### src/design/v3r_pkg.sv
`timescale 1ns / 1ps
`default_nettype none
// ----------------------------------------------------------------------------
// v3r_pkg
// Shared widths, limits and types for the 3D refraction pipeline.
// ----------------------------------------------------------------------------
package v3r_pkg;

  // Fixed field widths of the request and result channels.
  localparam int IN_W  = 16;
  localparam int OUT_W = 18;

  // One minus cos squared is held to this many bits, floored at -2^OM_FLOOR_EXP.
  localparam int OM_W         = 40;
  localparam int OM_FLOOR_EXP = 38;

  // Saturation limits of a result component.
  localparam logic signed [OUT_W-1:0] OUT_MAX = 18'sh1FFFF;
  localparam logic signed [OUT_W-1:0] OUT_MIN = -18'sh20000;

  // Result of one component lane.
  typedef struct packed {
    logic signed [OUT_W-1:0] comp;
    logic                    sat;
  } lane_out_t;

  function automatic int imax(input int a, input int b);
    imax = (a > b) ? a : b;
  endfunction

endpackage
`default_nettype wire

### src/design/v3r_lane.sv
`timescale 1ns / 1ps
`default_nettype none
// ----------------------------------------------------------------------------
// v3r_lane
// One component lane: eta*I - g*N, rounded, clamped to the result range.
// ----------------------------------------------------------------------------
module v3r_lane
  import v3r_pkg::*;
#(
  parameter int FRAC_BITS = 14,
  parameter int GW        = 40
) (
  input  wire logic                   clk,
  input  wire logic        [IN_W-1:0] eta,
  input  wire logic signed [IN_W-1:0] inc,
  input  wire logic signed [IN_W-1:0] nrm,
  input  wire logic signed [GW-1:0]   g,
  output lane_out_t                   res
);

  localparam int EIW  = 2 * IN_W + 1;
  localparam int GNW  = GW + IN_W;
  localparam int RW   = imax(EIW, GNW) + 1;
  localparam int HALF = 1 << (FRAC_BITS - 1);

  logic signed [EIW-1:0] ei_r;
  logic signed [GNW-1:0] gn_r;
  logic signed [RW-1:0]  diff;
  logic signed [RW-1:0]  rsh;

  // Both products are registered before the difference.
  always_ff @(posedge clk) begin
    ei_r <= $signed({1'b0, eta}) * inc;
    gn_r <= g * nrm;
  end

  // Round half up, then clamp to the result width.
  always_comb begin
    diff = RW'(ei_r) - RW'(gn_r);
    rsh  = (diff + $signed(RW'(HALF))) >>> FRAC_BITS;
    if (rsh > RW'(OUT_MAX)) begin
      res.comp = OUT_MAX;
      res.sat  = 1'b1;
    end else if (rsh < RW'(OUT_MIN)) begin
      res.comp = OUT_MIN;
      res.sat  = 1'b1;
    end else begin
      res.comp = rsh[OUT_W-1:0];
      res.sat  = 1'b0;
    end
  end

endmodule
`default_nettype wire

### config.mk
export PLATFORM = sky130hd
export DESIGN_NAME = v3r_lane
export DESIGN_NICKNAME = d
export VERILOG_FILES = /design/src/design/v3r_pkg.sv /design/src/design/v3r_lane.sv
export SDC_FILE = /design/constraint.sdc
export NUM_CORES = 2
export LEC_CHECK = 0
export BUFFER_PORTS_ARGS = -buffer_cell sky130_fd_sc_hd__clkbuf_2
export CAP_MARGIN = 20
export CORE_ASPECT_RATIO = 0.5
export CORE_UTILIZATION = 30
export DETAILED_ROUTE_END_ITERATION = 10
export SYNTH_ARGS = -nofsm -noshare
export SYNTH_HDL_FRONTEND = slang
export SYNTH_SLANG_ARGS = --single-unit
### constraint.sdc
create_clock -name clk -period 9.6 [get_ports clk]
set_input_delay 1.92 -clock clk [delete_from_list [all_inputs] [get_ports clk]]
set_output_delay 1.92 -clock clk [all_outputs]
set_load 0.1 [all_outputs]
==> reports/results.ini <==
[finish]
fill_cells=12493
seq_area_sq_um=1780
final_nets=5468
fin_cells=5842
drive_above_1_share_pct=4.40
post-route-util_pct=32.3
multiInputGateArea_sq_um=30100
syn_to_final_growth_pct=6.69

[sta]
finalHoldViolations=0
slew_headroom_pct=36.5
post-route-period-util_pct=93.5
worst_slew_pin_slew_ps=953
fin_tns_setup_ps=0
slew_violations=0
setup_ws_ps=628
rsz0062_at_grt=no
fin_crit_ps=8970
setup_viol=0
fmax_mhz=111

[critical_path]
crit_buf_inv=4
crit_path_max_fanout=28
critical_path_class=in -> reg
crit_top_cell=fa_1
crit_cells=23
crit_path_max_incr_delay_ps=580
critPathLaunch=nrm[14]
required_ps=9900
critPathCapture=gn_r[54]$_DFF_P_
cp_top_family=adder cells
crit_chain=clkbuf_2 -> buf_4 -> and2_1 -> fa_1 -> fa_1 -> fa_1 -> fa_1 -> fa_1 -> inv_1 -> fa_1 -> inv_1 -> ha_1 -> and3_1 -> nand4_1 -> o21ai_0 -> a31oi_1 -> o21a_1 -> o31ai_1 -> a311oi_1 -> o21ai_0 -> nand2_1 -> o21ai_0 -> xor2_1
crit_arrival_ps=9270
critPathSlowestCell=o21ai_0
crit_path_end_kind=flop
worstSetupStartpointType=input port

[synth]
synth.distinct_cells=76
netlist_instances=4236
synthesis.nets=5478
syn_area_sq_um=36500
ys_async_sr_fraction_pct=0
synth_area_leaders=fa_1 43%, ha_1 12%, inv_1 11%
synth_top_area_share_pct=43.4
yosysWarnings=0
synthFlopType=dfxtp_1
synth-edff-count=0
synth_seq_area_share_pct=4.88
synth.largest_area_cell=fa_1
synth-seq-cells=89
ys_top_cells_by_count=1051 x inv_1, 792 x fa_1, 618 x nand2_1
avgSynthCellArea_sq_um=8.62
synth_most_common_cell=inv_1

[worst_hold_path]
hold_path_class=in -> reg

[floorplanning]
dieWidth_um=495
dieArea_sq_um=123000
core_sq_um=121000
die_h_um=249
io_pins=108
initial_utilization_pct=30.3
rows=90

[flow_run]
drv_cap=0

[global_route]
met1_usage_pct=19.8
grt.overflow.total=0
grtUsageMet2_pct=27.8
grt-busiest-layer=met2
first_global_vias=29856
grt_util_met3_pct=1.23
grt_pass1_wl_mm=155
grtUsageTotal_pct=15.5
antenna_found_initial=4
grt_max_degree=34

[clock_tree]
path_clk_slew_ps=80
ctsHoldBuffers=0
cts_sinks=89
htreeDepth=3
post_cts_buffers=0
numCtsBuffers=9
ctsResizeCount=0
cts_tree=done
root_buffer=clkbuf_16
cts_buffer_depth=2

[drt]
wl_per_cell_um=15.9
post-route-drc-count=0
drt-total-wl_mm=92.7
firstDrtPassIters=6
postRouteAntennaNets=0
vias=27341
drtIter0Drc=1491
vias_per_cell=4.68

[placed_design]
place_ws_ps=277
gp_congestion=0.890
dpl.hpwl_mm=78.8
dp_cells=5825
port_buffers=107

[status]
status=completed

-- placed cells by master, fill, tap and decap left out, types with 19 or more instances in the layout --
cell type	synthesis	layout
inv_1	1051	1051
fa_1	792	792
nand2_1	618	618
ha_1	361	361
and2_1	316	316
a21oi_1	142	142
clkbuf_2	1	107
nor2_1	101	101
dfxtp_1	89	89
o21ai_0	81	81
xnor2_1	71	71
a21o_1	61	61
xor2_1	46	46
nand2b_1	37	37
buf_4	1	34
nand3_1	29	29
nand4_1	24	24
nor3_1	23	23
nor2b_1	20	20
o21bai_1	19	19
-- state kept, by name, indices dropped and copies added, names as in the netlist --
signal / flops
ei_r: 33
gn_r: 56
-- final cells by class --
class / count / area share, %
diodes: 1 / 0.00643
multi-input cells: 2932 / 77.3
repair buffers: 142 / 2.08
clock inverters: 7 / 0.190
clock buffers: 9 / 0.578
well taps: 1610 / 5.17
inverters: 1052 / 10.1
flip-flops and latches: 89 / 4.58
-- cell families after synthesis --
| group | Yosys count | synth area share, % |
|---|---|---|
| AND/OR/NAND/NOR | 1230 | 16.2 |
| AO/OA/AOI/OAI | 430 | 7.54 |
| buffers and inverters | 1215 | 12.7 |
| XOR/XNOR | 117 | 2.81 |
| adder cells (fa/ha/maj) | 1153 | 55.8 |
| multiplexers | 2 | 0.0549 |
| flip-flops | 89 | 4.88 |
-- worst min path at each step --
| stage | startpoint | end | cells after the start | slack [ps] |
|---|---|---|---|---|
| 3_3_place_gp | inc[0] | ei_r[0]$_DFF_P_ | 2 | 2440 |
| 3_5_place_dp | inc[0] | ei_r[0]$_DFF_P_ | 2 | 2440 |
| 5_1_grt | g[0] | gn_r[0]$_DFF_P_ | 3 | 2110 |
| 2_1_floorplan | inc[0] | ei_r[0]$_DFF_P_ | 1 | 2050 |
| 6_report | g[0] | gn_r[0]$_DFF_P_ | 3 | 2090 |
| 4_1_cts | inc[0] | ei_r[0]$_DFF_P_ | 2 | 2080 |
-- layer usage --
metal / up-vias / routed length (um)
met5: - / 0
met4: 0 / 2440
met3: 162 / 3770
met2: 640 / 46700
met1: 13891 / 39900
li1: 12648 / -
-- metrics by stage --
| step | cell area (sq um) | hold WS [ps] |
|---|---|---|
| floorplan | 36500 | 2050 |
| global placement | 38600 | 2440 |
| detailed placement | 38600 | 2440 |
| CTS | 38900 | 2080 |
| global route | 38900 | 2110 |
| finish | 38900 | 2090 |
Power is not shown: default switching activity piles up to over one toggle a cycle in this logic, so the estimate is an artifact.
