--- config.mk ---
export PLATFORM = sky130hd
export DESIGN_NAME = v3r_sqrt
export DESIGN_NICKNAME = d
export VERILOG_FILES = /design/src/design/v3r_pkg.sv /design/src/design/v3r_sqrt.sv
export SDC_FILE = /design/constraint.sdc
export NUM_CORES = 2
export LEC_CHECK = 0
export CAP_MARGIN = 40
export CORE_UTILIZATION = 45
export CTS_BUF_LIST = sky130_fd_sc_hd__clkbuf_16
export DETAILED_ROUTE_END_ITERATION = 7
export DONT_BUFFER_PORTS = 1
export PLACE_DENSITY_LB_ADDON = 0.2
export SKIP_LAST_GASP = 1
export SYNTH_ARGS = -nofsm -noshare
export SYNTH_HDL_FRONTEND = slang
export SYNTH_SLANG_ARGS = --single-unit
--- constraint.sdc ---
create_clock -name clk -period 7 [get_ports clk]
set_input_delay 1.05 -clock clk [delete_from_list [all_inputs] [get_ports clk]]
set_output_delay 1.05 -clock clk [all_outputs]
set_load 0.05 [all_outputs]
--- src/design/v3r_pkg.sv ---
`timescale 1ns / 1ps
`default_nettype none
// ----------------------------------------------------------------------------
// v3r_pkg
// Shared widths, limits and types for the 3D refraction pipeline.
// ----------------------------------------------------------------------------
package v3r_pkg;

  // Fixed field widths of the request and result channels.
  localparam int IN_W  = 16;
  localparam int OUT_W = 18;

  // One minus cos squared is held to this many bits, floored at -2^OM_FLOOR_EXP.
  localparam int OM_W         = 40;
  localparam int OM_FLOOR_EXP = 38;

  // Saturation limits of a result component.
  localparam logic signed [OUT_W-1:0] OUT_MAX = 18'sh1FFFF;
  localparam logic signed [OUT_W-1:0] OUT_MIN = -18'sh20000;

  // Result of one component lane.
  typedef struct packed {
    logic signed [OUT_W-1:0] comp;
    logic                    sat;
  } lane_out_t;

  function automatic int imax(input int a, input int b);
    imax = (a > b) ? a : b;
  endfunction

endpackage
`default_nettype wire

--- src/design/v3r_sqrt.sv ---
`timescale 1ns / 1ps
`default_nettype none
// ----------------------------------------------------------------------------
// v3r_sqrt
// Pipelined integer square root, one result bit per stage, floor result.
// ----------------------------------------------------------------------------
module v3r_sqrt
  import v3r_pkg::*;
#(
  parameter int WIDTH = 58
) (
  input  wire logic                 clk,
  input  wire logic [WIDTH-1:0]     radicand,
  output logic      [WIDTH/2-1:0]   root
);

  localparam int H = WIDTH / 2;

  logic [H+1:0]     rem_r  [0:H-1];
  logic [H-1:0]     root_r [0:H-1];
  logic [WIDTH-1:0] rad_r  [0:H-1];

  genvar j;
  generate
    for (j = 0; j < H; j++) begin : g_stage
      logic [H+1:0]     rem_in;
      logic [H-1:0]     root_in;
      logic [WIDTH-1:0] rad_in;
      logic [H+2:0]     cur;
      logic [H+2:0]     trial;
      logic             take;

      if (j == 0) begin : g_first
        assign rem_in  = '0;
        assign root_in = '0;
        assign rad_in  = radicand;
      end else begin : g_next
        assign rem_in  = rem_r[j-1];
        assign root_in = root_r[j-1];
        assign rad_in  = rad_r[j-1];
      end

      // Bring down two radicand bits and try to subtract 4*root + 1.
      always_comb begin
        cur   = {rem_in[H:0], rad_in[WIDTH-1 -: 2]};
        trial = {1'b0, root_in, 2'b01};
        take  = (cur >= trial);
      end

      always_ff @(posedge clk) begin
        rem_r[j]  <= take ? (H+2)'(cur - trial) : cur[H+1:0];
        root_r[j] <= {root_in[H-2:0], take};
        rad_r[j]  <= rad_in << 2;
      end
    end
  endgenerate

  assign root = root_r[H-1];

endmodule
`default_nettype wire

==> results by stage <==
Route:
- The DRC marker count from the first detailed-route iteration is 2812.
- The first detailed-routing pass took 5 iterations.
- The number of antenna-violating nets in the routed design is 0.
- Dividing the detail-routed wire length by the instance count gives 15.80 µm.
- The via-per-instance ratio is 5.035.
- The final layout contains routed wiring with a total length of 153700 µm.
- Detailed routing inserted a total of 48977 vias.
- In the routed design, unresolved DRC markers number 0.

CTS:
- The clock sink count is 2045.
- The later pin in the worst-skew pair is clocked with a latency of 840 ps.
- After clock tree synthesis, the clock-pin slew on the worst setup and hold paths is 60 ps.
- The TritonCTS clock tree is done.
- Once the clock tree was built, the resizer swapped 0 gates to a different size.
- The H-tree was split into 4 levels.
- In this run the post-CTS setup repair buffer count came out at 0.
- The clock passes through at most 3 buffers.
- The root buffer cell chosen for the clock tree is sky130_fd_sc_hd__clkbuf_16.
- Clock tree synthesis inserted a total of 203 buffers.
- Buffers inserted to repair hold after CTS numbered 0.

Synthesis:
- The cell type with the largest total area after synthesis is sky130_fd_sc_hd__dfxtp_1.
- The synthesized area divided by synthesized cell count is 10.22 µm².
- After synthesis, the netlist uses 88 different library cells.
- The mapped cell area is 74340 µm².
- The share of synthesized area in the top cell type comes to 0.5507.
- The number of synthesized flops with an enable pin is 0.
- The proportion of synthesized flip-flops having asynchronous set or reset is 0.
- The yosys synthesis warning count is 0.
- By area the synthesized netlist is led by sky130_fd_sc_hd__dfxtp_1 55%, sky130_fd_sc_hd__ha_1 7.8%, sky130_fd_sc_hd__xnor2_1 3.9%, sky130_fd_sc_hd__xor2_1 3.9%, sky130_fd_sc_hd__a21oi_1 3.2%.
- The prevailing post-synth register cell is sky130_fd_sc_hd__dfxtp_1.
- For this run, the register share of the synthesized area comes to 0.5507.
- In this run, synthesis produced a sequential element count of 2045.
- The cell count after synthesis came out at 7274.
- The number of nets in the synthesized netlist is 7799.

Hold path:
- The worst hold path class is primary input to flop.
- The worst hold path was traced through 0 stages.
- The origin of the worst min-delay path is radicand[43].

Job:
- The number of violations of the max-capacitance limit is 0.

Timing:
- The shortest period the worst path allows is 3805 ps.
- The number of setup violations in the final report is 0.
- The count of final hold-check violations is 0.
- Summed over all failing endpoints, the final setup total negative slack is 0 ps.
- The final cycle utilization of the critical path is 0.5436.
- On the final layout, the worst clock skew is 40.26 ps.
- Setup repair after global routing left no endpoint under its margin.
- Timing would allow up to 262.8 MHz.
- The worst-margin pin slew is 933.2 ps.
- The number of slew-limit violations in the final report came to 0.
- The normalized max-slew margin is 0.3779.

Pwr:
- The worst-case IR drop observed on VDD is 0.0002680 V.
- The leakage power figure is 39.25 nW.
- The switching part of the total power is 0.2845.
- Of the total power, the clock network draws 0.348.
- In this run the power spent charging and discharging nets is 0.008808 W.
- The fraction of power consumed by combinational cells is 0.165.
- The internal power of the cells totals 0.02215 W.
- Dividing total power by cell area gives a power density of 370.3 nW/µm².
- The sequential share of power is 0.487.

Global routing:
- Entering global routing, the biggest net connects 52 pins.
- The first global-routing pass estimated 247800 µm of wire.
- The initial antenna violation count is 2.
- The via count of the first global-routing pass came to 48207.
- Summed over all layers, the global routing overflow is 0.
- Across every metal layer, demand over resource in global routing totals 0.1824.

Worst setup path:
- Walking the worst path, the cells encountered are or4_1 > or3_1 > or4_1 > or3_1 > nor4_2 > o211a_1 > inv_2 > o21ai_4 > nor3_1 > xor2_1.
- The nature of the critical path endpoint is a flop.
- In this design, the stage delay of the slowest critical-path cell is 610 ps.
- The depth of the critical timing path with buffers and inverters included is 10.
- The critical-path cell with the highest stage delay is sky130_fd_sc_hd__o211a_1.
- The largest fanout on the critical path is 22.
- The worst register-to-register path begins at rem_r[0][390].
- The class of the most critical setup path is flop to flop.
- The category of cells accounting for the largest share of critical-path delay is simple AND/OR/NAND/NOR gates.
- The number of buffer and inverter stages on the critical path is 1.
- Data arrives at the worst endpoint at 4490 ps.
- At the worst endpoint, the required time is 7690 ps.
- In this run the worst setup path begins at rem_r[0][390].
- The nature of the critical path startpoint is a flop.
- The worst reg-to-reg path cell count is 10.

Final layout:
- The fraction of final layout cells with drive strength greater than 1 is 0.05974.
- The total number of nets in the final design is 7903.
- Compared with the post-synthesis result, the final layout area differs by 12.44%.
- The summed area of non-filler cells in the final layout is 83590 µm².

Place:
- The routability congestion estimate from global placement is 0.8886.
- The area of placed instances is 76790 µm².
- Once detailed placement completed, the half-perimeter wirelength came to 116900 µm.
- Input and output buffers added on the ports amount to 0.

Floorplanning:
- The initialized floorplan defines 148 standard-cell rows.
- The die footprint is 166800 µm².
- The vertical die dimension is 408.5 µm.
- The die is 408.5 µm wide.
- The region available for standard cell placement spans 163300 µm².
- The I/O pin count is 88.
- The effective utilization at floorplan is 0.4552.

Status:
- The run finished with clean final reports.
-- power groups by stage --
stage / combinational [W] / sequential [W] / clock (W)
after floorplan: 0.00408 / 0.0148 / 0
after global placement: 0.00505 / 0.0153 / 0
after detailed placement: 0.00510 / 0.0153 / 0
after CTS: 0.00514 / 0.0151 / 0.0111
after global routing: 0.00577 / 0.0153 / 0.0116
final: 0.00511 / 0.0151 / 0.0108
-- final cells by class --
class / instances / area (µm²)
Sequential cell: 2045 / 40940
Antenna cell: 2 / 5.005
Multi-Input combinational cell: 4532 / 30820
Timing Repair Buffer: 23 / 163.9
Inverter: 573 / 2151
Clock buffer: 204 / 5105
Clock inverter: 173 / 1690
Tap cell: 2175 / 2721
Fill cell: 14831 / 79730
-- layer usage --
layer  GRT usage  routed length (µm)
met3     0.03148                5925
met1      0.2246               68250
met5           0                   0
met2      0.3177               74650
met4     0.06619                4894
-- cell usage after synthesis (all sizes together) (83+ instances only) --
library cell,n
o21ai,380
xor2,327
or3,83
nor4,95
nor3,175
ha,466
nand2,483
nor2,449
nand3,94
a21oi,469
clkbuf,109
xnor2,335
dfxtp,2045
inv,571
nand2b,100
a21o,192
-- path summary, 6_finish.rpt --
kind | endpoint | slack, ps
worst max-delay path | rem_r[0][424] | 3190
worst min-delay path | rad_r[0][43] | 240
worst max register to register | rem_r[0][424] | 3190
worst min register to register | rad_r[0][659] | 300
-- state kept, by name (all words and copies together), names as in the netlist --
name    count
root_r    435
rad_r     812
rem_r     798
-- placed cells by master, fill, tap and decap left out, drive strengths merged, types with 46 or more instances in the layout --
master  Yosys  layout
a211oi     48      48
clkinv      2      85
nor2b      72      72
nand4      72      72
nand3      94      94
clkbuf    109     204
xnor2     335     335
nor2      449     449
nor3      175     175
inv       571     620
ha        466     466
xor2      327     327
o21ai     380     380
dfxtp    2045    2045
nand2     483     483
a21oi     469     469
mux2       53      53
a21o      192     192
nor4       95      95
or4        46      46
nand2b    100     100
or3        83      83
o21a       79      79
-- per-stage QoR --
stage          std cells  hold WS (ps)  utilization  total power, W  setup slack (ps)
2_1_floorplan       7274         309.6            -         0.01883              3920
3_3_place_gp        9345         309.5       0.4701         0.02038              3236
3_5_place_dp        9348         312.1       0.4702         0.02044              3202
4_1_cts             9725         171.1       0.5118         0.03135              3167
5_1_grt             9725         184.0       0.5118         0.03267              2859
6_report            9727         243.1       0.5118         0.03096              3195
-- worst reg2reg max path: stages, from the launching register on --
cell,delay (ps)
sky130_fd_sc_hd__dfxtp_1,330
sky130_fd_sc_hd__or4_1,530
sky130_fd_sc_hd__or3_1,380
sky130_fd_sc_hd__or4_1,460
sky130_fd_sc_hd__or3_1,370
sky130_fd_sc_hd__nor4_2,310
sky130_fd_sc_hd__o211a_1,610
sky130_fd_sc_hd__inv_2,220
sky130_fd_sc_hd__o21ai_4,190
sky130_fd_sc_hd__nor3_1,130
sky130_fd_sc_hd__xor2_1,160
-- cells by family (layout without fill, tap and decap cells) --
kind of cell,count (synthesis),after routing,synth area share
compound gates,1488,1488,0.1242
xor+xnor,662,662,0.07799
fa+ha+maj,466,466,0.07843
buf+inv,697,973,0.03548
flops,2045,2045,0.5507
mux,62,62,0.009240
other cells,1,3,0.00005044
simple gates,1853,1853,0.1240
No activity file was read; power rests on OpenSTA's default activity.
